File: config.mk
export PLATFORM = sky130hd
export DESIGN_NAME = sha256_message_hasher_core
export DESIGN_NICKNAME = d
export VERILOG_FILES = /design/src/design/sha256_pkg.sv /design/src/design/sha256_ctrl.sv /design/src/design/sha256_dpath.sv /design/src/design/sha256_message_hasher_core.sv
export SDC_FILE = /design/constraint.sdc
export NUM_CORES = 2
export LEC_CHECK = 0
export BUFFER_PORTS_ARGS = -buffer_cell sky130_fd_sc_hd__buf_2
export CAP_MARGIN = 20
export CORE_AREA = 3 3 677 343
export CTS_BUF_LIST = sky130_fd_sc_hd__clkbuf_4 sky130_fd_sc_hd__clkbuf_8
export DETAILED_ROUTE_END_ITERATION = 12
export DIE_AREA = 0 0 680 346
export MAX_ROUTING_LAYER = met4
export PLACE_DENSITY = 0.45
export SETUP_SLACK_MARGIN = 0.4
export SYNTH_ARGS = -nofsm -noshare
export SYNTH_HDL_FRONTEND = slang
export SYNTH_SLANG_ARGS = --single-unit
File: constraint.sdc
create_clock -name clk -period 21.5 [get_ports clk]
set_clock_uncertainty 0.05 [all_clocks]
set_input_delay 4.3 -clock clk [delete_from_list [all_inputs] [get_ports clk]]
set_output_delay 4.3 -clock clk [all_outputs]
set_load 0.02 [all_outputs]
File: src/design/sha256_pkg.sv
// Shared types, constants and functions for the SHA-256 message hasher.
package sha256_pkg;

  localparam int unsigned DigestWords = 8;
  localparam int unsigned BlockWords  = 16;
  localparam int unsigned Rounds      = 64;
  localparam logic [7:0]  PadMark     = 8'h80;
  localparam logic [5:0]  LenPos      = 6'd56;

  typedef struct packed {
    logic [7:0] data_byte;
    logic       message_end;
    logic       message_empty;
  } sha_in_t;

  typedef struct packed {
    logic [31:0] digest_word;
    logic [2:0]  word_number;
    logic        digest_done;
  } sha_out_t;

  typedef enum logic [3:0] {
    ST_IDLE,
    ST_LOAD,
    ST_PAD,
    ST_ROUND,
    ST_FOLD,
    ST_LEN,
    ST_EMIT
  } sha_state_t;

  // controller -> datapath
  typedef struct packed {
    logic load_byte;  // write accepted byte into block
    logic pad_start;  // write pad mark and clear rest of block
    logic clear_blk;  // zero words 0 to 13 (second padding block)
    logic put_len;    // write bit length into last two words
    logic start_cmp;  // copy chain into working vars
    logic round;      // run one round
    logic fold;       // add working vars into chain
    logic emit_load;  // latch next digest word into output
    logic finish;     // reset chain and byte count
  } sha_cmd_t;

  // datapath -> controller
  typedef struct packed {
    logic block_full;  // byte position was 63
    logic two_blocks;  // padding needs an extra block
    logic last_round;
    logic last_word;
  } sha_stat_t;

  localparam logic [31:0] InitHash [DigestWords] = '{
    32'h6a09e667, 32'hbb67ae85, 32'h3c6ef372, 32'ha54ff53a,
    32'h510e527f, 32'h9b05688c, 32'h1f83d9ab, 32'h5be0cd19
  };

  localparam logic [31:0] RoundK [Rounds] = '{
    32'h428a2f98, 32'h71374491, 32'hb5c0fbcf, 32'he9b5dba5,
    32'h3956c25b, 32'h59f111f1, 32'h923f82a4, 32'hab1c5ed5,
    32'hd807aa98, 32'h12835b01, 32'h243185be, 32'h550c7dc3,
    32'h72be5d74, 32'h80deb1fe, 32'h9bdc06a7, 32'hc19bf174,
    32'he49b69c1, 32'hefbe4786, 32'h0fc19dc6, 32'h240ca1cc,
    32'h2de92c6f, 32'h4a7484aa, 32'h5cb0a9dc, 32'h76f988da,
    32'h983e5152, 32'ha831c66d, 32'hb00327c8, 32'hbf597fc7,
    32'hc6e00bf3, 32'hd5a79147, 32'h06ca6351, 32'h14292967,
    32'h27b70a85, 32'h2e1b2138, 32'h4d2c6dfc, 32'h53380d13,
    32'h650a7354, 32'h766a0abb, 32'h81c2c92e, 32'h92722c85,
    32'ha2bfe8a1, 32'ha81a664b, 32'hc24b8b70, 32'hc76c51a3,
    32'hd192e819, 32'hd6990624, 32'hf40e3585, 32'h106aa070,
    32'h19a4c116, 32'h1e376c08, 32'h2748774c, 32'h34b0bcb5,
    32'h391c0cb3, 32'h4ed8aa4a, 32'h5b9cca4f, 32'h682e6ff3,
    32'h748f82ee, 32'h78a5636f, 32'h84c87814, 32'h8cc70208,
    32'h90befffa, 32'ha4506ceb, 32'hbef9a3f7, 32'hc67178f2
  };

  function automatic logic [31:0] rotr(input logic [31:0] x, input int unsigned n);
    rotr = (x >> n) | (x << (32 - n));
  endfunction

endpackage

File: src/design/sha256_ctrl.sv
// Sequencing state machine for the SHA-256 message hasher.
module sha256_ctrl
  import sha256_pkg::*;
(
  input  logic       clk,
  input  logic       rst_n,
  input  logic       in_valid,
  input  sha_in_t    in_data,
  output logic       in_stall,
  output logic       out_valid,
  input  logic       out_stall,
  input  sha_stat_t  stat,
  output sha_cmd_t   cmd
);

  sha_state_t state_r, state_nxt;
  logic       final_r, final_nxt;   // compression belongs to message end
  logic       tail_r, tail_nxt;     // a length-only block still follows
  logic       ovalid_r, ovalid_nxt;
  logic       end_r, end_nxt;

  logic acc;
  assign in_stall  = (state_r != ST_IDLE);
  assign acc       = in_valid && !in_stall;
  assign out_valid = ovalid_r;

  always_comb begin
    state_nxt  = state_r;
    final_nxt  = final_r;
    tail_nxt   = tail_r;
    ovalid_nxt = ovalid_r;
    end_nxt    = end_r;
    if (ovalid_r && !out_stall) ovalid_nxt = 1'b0;
    case (state_r)
      ST_IDLE: begin
        if (acc) begin
          end_nxt = in_data.message_end;
          if (!in_data.message_empty) state_nxt = ST_LOAD;
          else if (in_data.message_end) state_nxt = ST_PAD;
        end
      end
      ST_LOAD: begin
        if (stat.block_full) begin
          final_nxt = 1'b0;
          state_nxt = ST_ROUND;
        end else if (end_r) begin
          state_nxt = ST_PAD;
        end else begin
          state_nxt = ST_IDLE;
        end
      end
      ST_PAD: begin
        final_nxt = 1'b1;
        tail_nxt  = stat.two_blocks;
        state_nxt = stat.two_blocks ? ST_ROUND : ST_LEN;
      end
      ST_LEN: begin
        tail_nxt  = 1'b0;
        state_nxt = ST_ROUND;
      end
      ST_ROUND: begin
        if (stat.last_round) state_nxt = ST_FOLD;
      end
      ST_FOLD: begin
        if (!final_r) state_nxt = end_r ? ST_PAD : ST_IDLE;
        else if (tail_r) state_nxt = ST_LEN;
        else state_nxt = ST_EMIT;
      end
      ST_EMIT: begin
        if (!ovalid_r || !out_stall) begin
          ovalid_nxt = 1'b1;
          if (stat.last_word) state_nxt = ST_IDLE;
        end
      end
      default: state_nxt = ST_IDLE;
    endcase
  end

  always_comb begin
    cmd = '0;
    case (state_r)
      ST_IDLE:  cmd.load_byte = acc && !in_data.message_empty;
      ST_LOAD:  cmd.start_cmp = stat.block_full;
      ST_PAD: begin
        cmd.pad_start = 1'b1;
        cmd.start_cmp = stat.two_blocks;
      end
      ST_LEN: begin
        cmd.put_len   = 1'b1;
        cmd.clear_blk = tail_r;
        cmd.start_cmp = 1'b1;
      end
      ST_ROUND: cmd.round = 1'b1;
      ST_FOLD:  cmd.fold  = 1'b1;
      ST_EMIT: begin
        cmd.emit_load = !ovalid_r || !out_stall;
        cmd.finish    = cmd.emit_load && stat.last_word;
      end
      default: cmd = '0;
    endcase
  end

  always_ff @(posedge clk) begin
    if (!rst_n) begin
      state_r  <= ST_IDLE;
      final_r  <= 1'b0;
      tail_r   <= 1'b0;
      ovalid_r <= 1'b0;
      end_r    <= 1'b0;
    end else begin
      state_r  <= state_nxt;
      final_r  <= final_nxt;
      tail_r   <= tail_nxt;
      ovalid_r <= ovalid_nxt;
      end_r    <= end_nxt;
    end
  end

endmodule

File: src/design/sha256_dpath.sv
// Block store, message schedule, round logic and chaining value.
module sha256_dpath
  import sha256_pkg::*;
(
  input  logic       clk,
  input  logic       rst_n,
  input  sha_in_t    in_data,
  input  sha_cmd_t   cmd,
  output sha_stat_t  stat,
  output sha_out_t   out_data
);

  logic [31:0] blk_r   [BlockWords];   // schedule window, w[t..t+15]
  logic [31:0] chain_r [DigestWords];
  logic [31:0] v_r     [DigestWords];
  logic [60:0] total_r;
  logic [5:0]  rnd_r;
  logic [2:0]  wsel_r;
  sha_out_t    out_r;

  logic [5:0]  pos, lpos;
  logic [3:0]  pw;
  logic [1:0]  pb;
  logic [31:0] s0, s1, wnew, e1, ch, a0, maj, t1, t2;
  logic [63:0] bits;

  assign pos  = total_r[5:0];
  assign lpos = total_r[5:0] - 6'd1;
  assign pw   = pos[5:2];
  assign pb   = pos[1:0];
  assign bits = {total_r, 3'b000};

  assign s0   = rotr(blk_r[1], 7) ^ rotr(blk_r[1], 18) ^ (blk_r[1] >> 3);
  assign s1   = rotr(blk_r[14], 17) ^ rotr(blk_r[14], 19) ^ (blk_r[14] >> 10);
  assign wnew = blk_r[0] + s0 + blk_r[9] + s1;
  assign e1   = rotr(v_r[4], 6) ^ rotr(v_r[4], 11) ^ rotr(v_r[4], 25);
  assign ch   = (v_r[4] & v_r[5]) ^ (~v_r[4] & v_r[6]);
  assign t1   = v_r[7] + e1 + ch + RoundK[rnd_r] + blk_r[0];
  assign a0   = rotr(v_r[0], 2) ^ rotr(v_r[0], 13) ^ rotr(v_r[0], 22);
  assign maj  = (v_r[0] & v_r[1]) ^ (v_r[0] & v_r[2]) ^ (v_r[1] & v_r[2]);
  assign t2   = a0 + maj;

  // block_full is looked at the cycle after the byte went in
  assign stat.block_full = (lpos == 6'd63) && (total_r != '0 || 1'b1) && (pos == 6'd0);
  assign stat.two_blocks = (pos >= LenPos);
  assign stat.last_round = (rnd_r == 6'(Rounds - 1));
  assign stat.last_word  = (wsel_r == 3'(DigestWords - 1));
  assign out_data = out_r;

  always_ff @(posedge clk) begin
    if (cmd.load_byte) begin
      case (pb)
        2'd0: blk_r[pw] <= {in_data.data_byte, 24'h0};
        2'd1: blk_r[pw][23:16] <= in_data.data_byte;
        2'd2: blk_r[pw][15:8] <= in_data.data_byte;
        default: blk_r[pw][7:0] <= in_data.data_byte;
      endcase
    end else if (cmd.pad_start) begin
      for (int i = 0; i < BlockWords; i++) begin
        if (4'(i) > pw) blk_r[i] <= '0;
      end
      case (pb)
        2'd0: blk_r[pw] <= {PadMark, 24'h0};
        2'd1: blk_r[pw] <= {blk_r[pw][31:24], PadMark, 16'h0};
        2'd2: blk_r[pw] <= {blk_r[pw][31:16], PadMark, 8'h0};
        default: blk_r[pw] <= {blk_r[pw][31:8], PadMark};
      endcase
    end else if (cmd.put_len) begin
      if (cmd.clear_blk) begin
        for (int i = 0; i < BlockWords - 2; i++) blk_r[i] <= '0;
      end
      blk_r[14] <= bits[63:32];
      blk_r[15] <= bits[31:0];
    end else if (cmd.round) begin
      for (int i = 0; i < BlockWords - 1; i++) blk_r[i] <= blk_r[i+1];
      blk_r[BlockWords-1] <= wnew;
    end
  end

  always_ff @(posedge clk) begin
    if (cmd.start_cmp) begin
      for (int i = 0; i < DigestWords; i++) v_r[i] <= chain_r[i];
    end else if (cmd.round) begin
      v_r[7] <= v_r[6]; v_r[6] <= v_r[5]; v_r[5] <= v_r[4];
      v_r[4] <= v_r[3] + t1;
      v_r[3] <= v_r[2]; v_r[2] <= v_r[1]; v_r[1] <= v_r[0];
      v_r[0] <= t1 + t2;
    end
  end

  always_ff @(posedge clk) begin
    if (!rst_n) begin
      for (int i = 0; i < DigestWords; i++) chain_r[i] <= InitHash[i];
      total_r <= '0;
      rnd_r   <= '0;
      wsel_r  <= '0;
    end else begin
      if (cmd.load_byte) total_r <= total_r + 61'd1;
      if (cmd.round) rnd_r <= rnd_r + 6'd1;
      if (cmd.fold) begin
        for (int i = 0; i < DigestWords; i++) chain_r[i] <= chain_r[i] + v_r[i];
      end
      if (cmd.emit_load) wsel_r <= wsel_r + 3'd1;
      if (cmd.finish) begin
        for (int i = 0; i < DigestWords; i++) chain_r[i] <= InitHash[i];
        total_r <= '0;
        wsel_r  <= '0;
      end
    end
  end

  always_ff @(posedge clk) begin
    if (cmd.emit_load) begin
      out_r.digest_word <= chain_r[wsel_r];
      out_r.word_number <= wsel_r;
      out_r.digest_done <= stat.last_word;
    end
  end

endmodule

File: src/design/sha256_message_hasher_core.sv
// Top level of the SHA-256 message hasher.
//
// Input channel (in_valid / in_stall / in_data): one item carries one message
// byte, a message-end flag and an empty flag. An empty item with end set
// closes the message with the bytes taken so far; an empty item without end
// is taken and dropped.
// Output channel (out_valid / out_stall / out_data): a message end yields
// eight items, digest word 0 first, digest_done set on word 7.
// Sequence: an ordinary byte is accepted and written into the block, then the
// block is checked for being full or for a message end. The 64th byte of a
// block starts 64 rounds on the one-round-per-cycle compression unit and then
// a fold into the chain. A message end adds one or two further compressions
// and then the eight digest items, one per cycle unless the receiver stalls.
// in_stall is high whenever the block is busy; a stalled output item holds
// its value until taken, and further digest words wait behind it.
// Reset (rst_n low, synchronous) loads the initial hash, clears the byte count
// and drops any pending output item.
module sha256_message_hasher_core
  import sha256_pkg::*;
(
  input  logic     clk,
  input  logic     rst_n,
  input  logic     in_valid,
  output logic     in_stall,
  input  sha_in_t  in_data,
  output logic     out_valid,
  input  logic     out_stall,
  output sha_out_t out_data
);

  sha_cmd_t  cmd;
  sha_stat_t stat;

  // sequence the per-item work
  sha256_ctrl u_ctrl (
    .clk       (clk),
    .rst_n     (rst_n),
    .in_valid  (in_valid),
    .in_data   (in_data),
    .in_stall  (in_stall),
    .out_valid (out_valid),
    .out_stall (out_stall),
    .stat      (stat),
    .cmd       (cmd)
  );

  // hold block, schedule and hash state
  sha256_dpath u_dpath (
    .clk      (clk),
    .rst_n    (rst_n),
    .in_data  (in_data),
    .cmd      (cmd),
    .stat     (stat),
    .out_data (out_data)
  );

endmodule

==> summary.txt <==
outcome: finished clean
multi-input logic area: 40,050 sq um
RSZ-0062 raised after global routing: no
Die Y-Extent: 346 microns
Die ar.: 235,300 sq um
vias in the first global route: 55,610
sequential share of the synthesized area: 42.58%
initial antenna violation count: 18
first-pass GRT wire length: 445.1 mm
Synth Warn #: 0
dpl cells: 10,470
CP Max Fanout: 30
Worst setup EP type: flip-flop
global route hottest layer: met1
Routed WL: 320.5 mm
CTS root buf: clkbuf_8
CTS max path bufs: 4
worst setup path start: u_dpath.rnd_r[0]$_SDFFE_PN0N_
Mean Syn Cell Area: 9.758 sq um
H-Tree Level Count: 4
core area: 227,100 sq um
fraction of registers with async set/reset: 0%
initial core utilization: 32.85%
Post-CTS Hold Fix Bufs: 0
Yosys reg bits: 1,137
FF+latch area: 31,790 sq um
M1 GR Usage: 46.62%
worst endpoint data arrival time: 12.25 ns
leading area contributor after synthesis: edfxtp_1
met2 Track Usage GR: 27.03%
layout cell share with drive strength beyond 1: 9.455%
Die Wd: 680 microns
I/O Buffers: 51
Main synth FF type: edfxtp_1
grt ovf: 0
residual DRC count: 0
DR iter-0 viols: 7,997
R2R depth: 40
hold_ws: 0.4307 ns
Final Hold Fails: 0
via count: 61,520
most frequent cells in the layout: 1,202 x nand2_1, 900 x edfxtp_1, 593 x o21ai_0, 498 x a21oi_1, 452 x a21o_1
Tmin final: 11.58 ns
slack of the critical path: 9.919 ns
top-area cell type share of the netlist area: 36.22%
synth top area cells: edfxtp_1 36%, ha_1 6.7%, dfxtp_1 6.4%, nand2_1 6.1%, fa_1 5.2%
Reg2Reg Setup Slack: 9.92 ns
Reg clk slew, reported paths: 0.07 ns
WL/cell: 29.59 microns
Top Ports: 52
Syn Inst Count: 7,646
Fill cells: 23,000
post-route ant nets: 0
Worst R2R End: u_dpath.v_r[0][31]$_DFFE_PP_
pre-CTS setup slack: 10.31 ns
layout net count: 8,261
syn_nets: 8,253
final count of negative-setup-slack endpoints: 0
slew margin rel.: 5.550%
Netlist cell types: 85
met3 usage: 11.53%
DP HPWL: 247.1 mm
Finished Layout Cells: 10,830
leading cell type in the layout, fill and taps excluded: nand2_1
Post-CTS Resized: 0
all-layer global routing usage: 27.25%
worst min-delay path category: reg2reg
Initial DRT Pass Iterations: 6
R2R Path Start: u_dpath.rnd_r[0]$_SDFFE_PN0N_
Worst Max-Slew Pin Slew: 1.407 ns
Max Clk Rate: 86.35 MHz
required time of the critical path: 22.17 ns
setup_tns: 0 ns
Worst path max stage delay: 0.89 ns
hold depth: 2
Setup Fix Bufs, Post-CTS: 0
Period Utilization, post-route: 53.87%
EDFF count, synth: 900
Row Count: 124
CTS tree: done
Slew Limit Fails: 0
Via density: 5.679
CTS sink count: 1,137
critical path class: reg2reg
CP dominant cell by count: a21oi_1
slowest CP cell: o41ai_1
Clk Latency, worst-skew pair: 1.02 ns
Area growth syn-to-layout: 10.53%
TritonCTS Buffers: 195
largest net degree at the start of global routing: 138
Max-cap violations: 0
Worst setup SP type: flip-flop
GPL Wtd Cong: 1.029
end point of the critical path: u_dpath.v_r[0][31]$_DFFE_PP_
synthesized area: 74,610 sq um
[critical path, delay by kind of cell (launching register included)]
family,cells,cell delay (ns)
xor+xnor,3,0.51
simple gates,5,1.26
flops,1,0.31
fa+ha+maj,7,3.16
buf+inv,7,1.44
compound gates,17,4.36
mux,1,0.28
[sequential cells by signal, indices dropped and copies added, names as in the netlist]
register / cells
u_ctrl.tail_r: 1
u_dpath.out_data: 36
u_dpath.blk_r: 512
u_dpath.rnd_r: 6
u_ctrl.out_valid: 1
u_dpath.v_r: 256
u_ctrl.state_r: 3
u_ctrl.end_r: 1
u_ctrl.final_r: 1
u_dpath.wsel_r: 3
u_dpath.chain_r: 256
u_dpath.total_r: 61
[synth_stat cells (11+ instances only)]
master,number
nor2b_1,58
a211o_1,13
ha_1,398
mux2i_1,43
mux4_2,66
a32o_1,21
o31a_1,12
and3_1,71
and4_1,11
or2_2,14
a21oi_1,502
o21a_1,48
o22ai_1,18
a211oi_1,63
a21o_1,452
dfxtp_1,237
nand4_1,26
a22oi_1,12
o31ai_1,19
a31oi_1,59
nand2b_1,61
xor2_1,257
o211ai_1,49
or3_1,49
a22o_1,12
o21ai_0,617
inv_1,328
clkbuf_1,393
nand3_1,139
a221o_1,28
fa_1,195
nand2_1,1205
buf_1,47
mux2_2,53
a221oi_1,12
a311oi_1,12
and2_1,30
nor3b_1,11
nor3_1,136
xnor2_1,356
edfxtp_1,900
nor2_1,410
o21bai_1,50
[routing by layer]
metal | vias to the layer above | wire, microns
met5 | - | 0
met4 | 0 | 3236
met3 | 280 | 44430
met2 | 2957 | 97940
met1 | 30930 | 174900
li1 | 27350 | -
[worst min path at each step]
stage	to	start	slack, ns
3_3_place_gp	u_dpath.chain_r[5][4]$_SDFFE_PP0P_	u_dpath.chain_r[5][4]$_SDFFE_PP0P_	0.42
4_1_cts	u_dpath.chain_r[5][6]$_SDFFE_PP0P_	u_dpath.chain_r[5][6]$_SDFFE_PP0P_	0.44
6_report	u_dpath.blk_r[14][25]$_DFFE_PP_	u_dpath.blk_r[15][25]$_DFFE_PP_	0.43
3_5_place_dp	u_dpath.chain_r[5][6]$_SDFFE_PP0P_	u_dpath.chain_r[5][6]$_SDFFE_PP0P_	0.43
5_1_grt	u_dpath.chain_r[5][8]$_SDFFE_PP0P_	u_dpath.chain_r[5][8]$_SDFFE_PP0P_	0.46
2_1_floorplan	u_dpath.out_data[3]$_DFFE_PP_	u_dpath.wsel_r[2]$_SDFFE_PP0P_	0.38
[stage by stage]
stage | utilization (%) | instance area, sq um
2_1_floorplan | - | 74610
3_3_place_gp | 34.57 | 78510
3_5_place_dp | 34.59 | 78570
4_1_cts | 36.26 | 82350
5_1_grt | 36.31 | 82470
6_report | 36.31 | 82470
[logic make-up after synthesis]
group / Yosys count / synth area share [%]
AND/OR/NAND/NOR: 2254 / 13.14
AO/OA/AOI/OAI: 2105 / 17.81
flip-flops: 1137 / 42.58
buffers and inverters: 777 / 3.914
XOR/XNOR: 614 / 7.226
adder cells (fa/ha/maj): 597 / 11.96
multiplexers: 162 / 3.369
[area by class of cell]
cell class | count | share of cell area, %
sequential | 1137 | 38.55
clock inverter | 69 | 0.4385
antenna | 4 | 0.01214
timing repair buffer | 254 | 2.183
multi-input combinational | 5732 | 48.56
tap | 3024 | 4.588
clock buffer | 279 | 4.148
inverter | 334 | 1.523
Power is left out: the tool's default activity adds up to more than one toggle a clock period on the data nets, which glitch-free logic cannot reach.
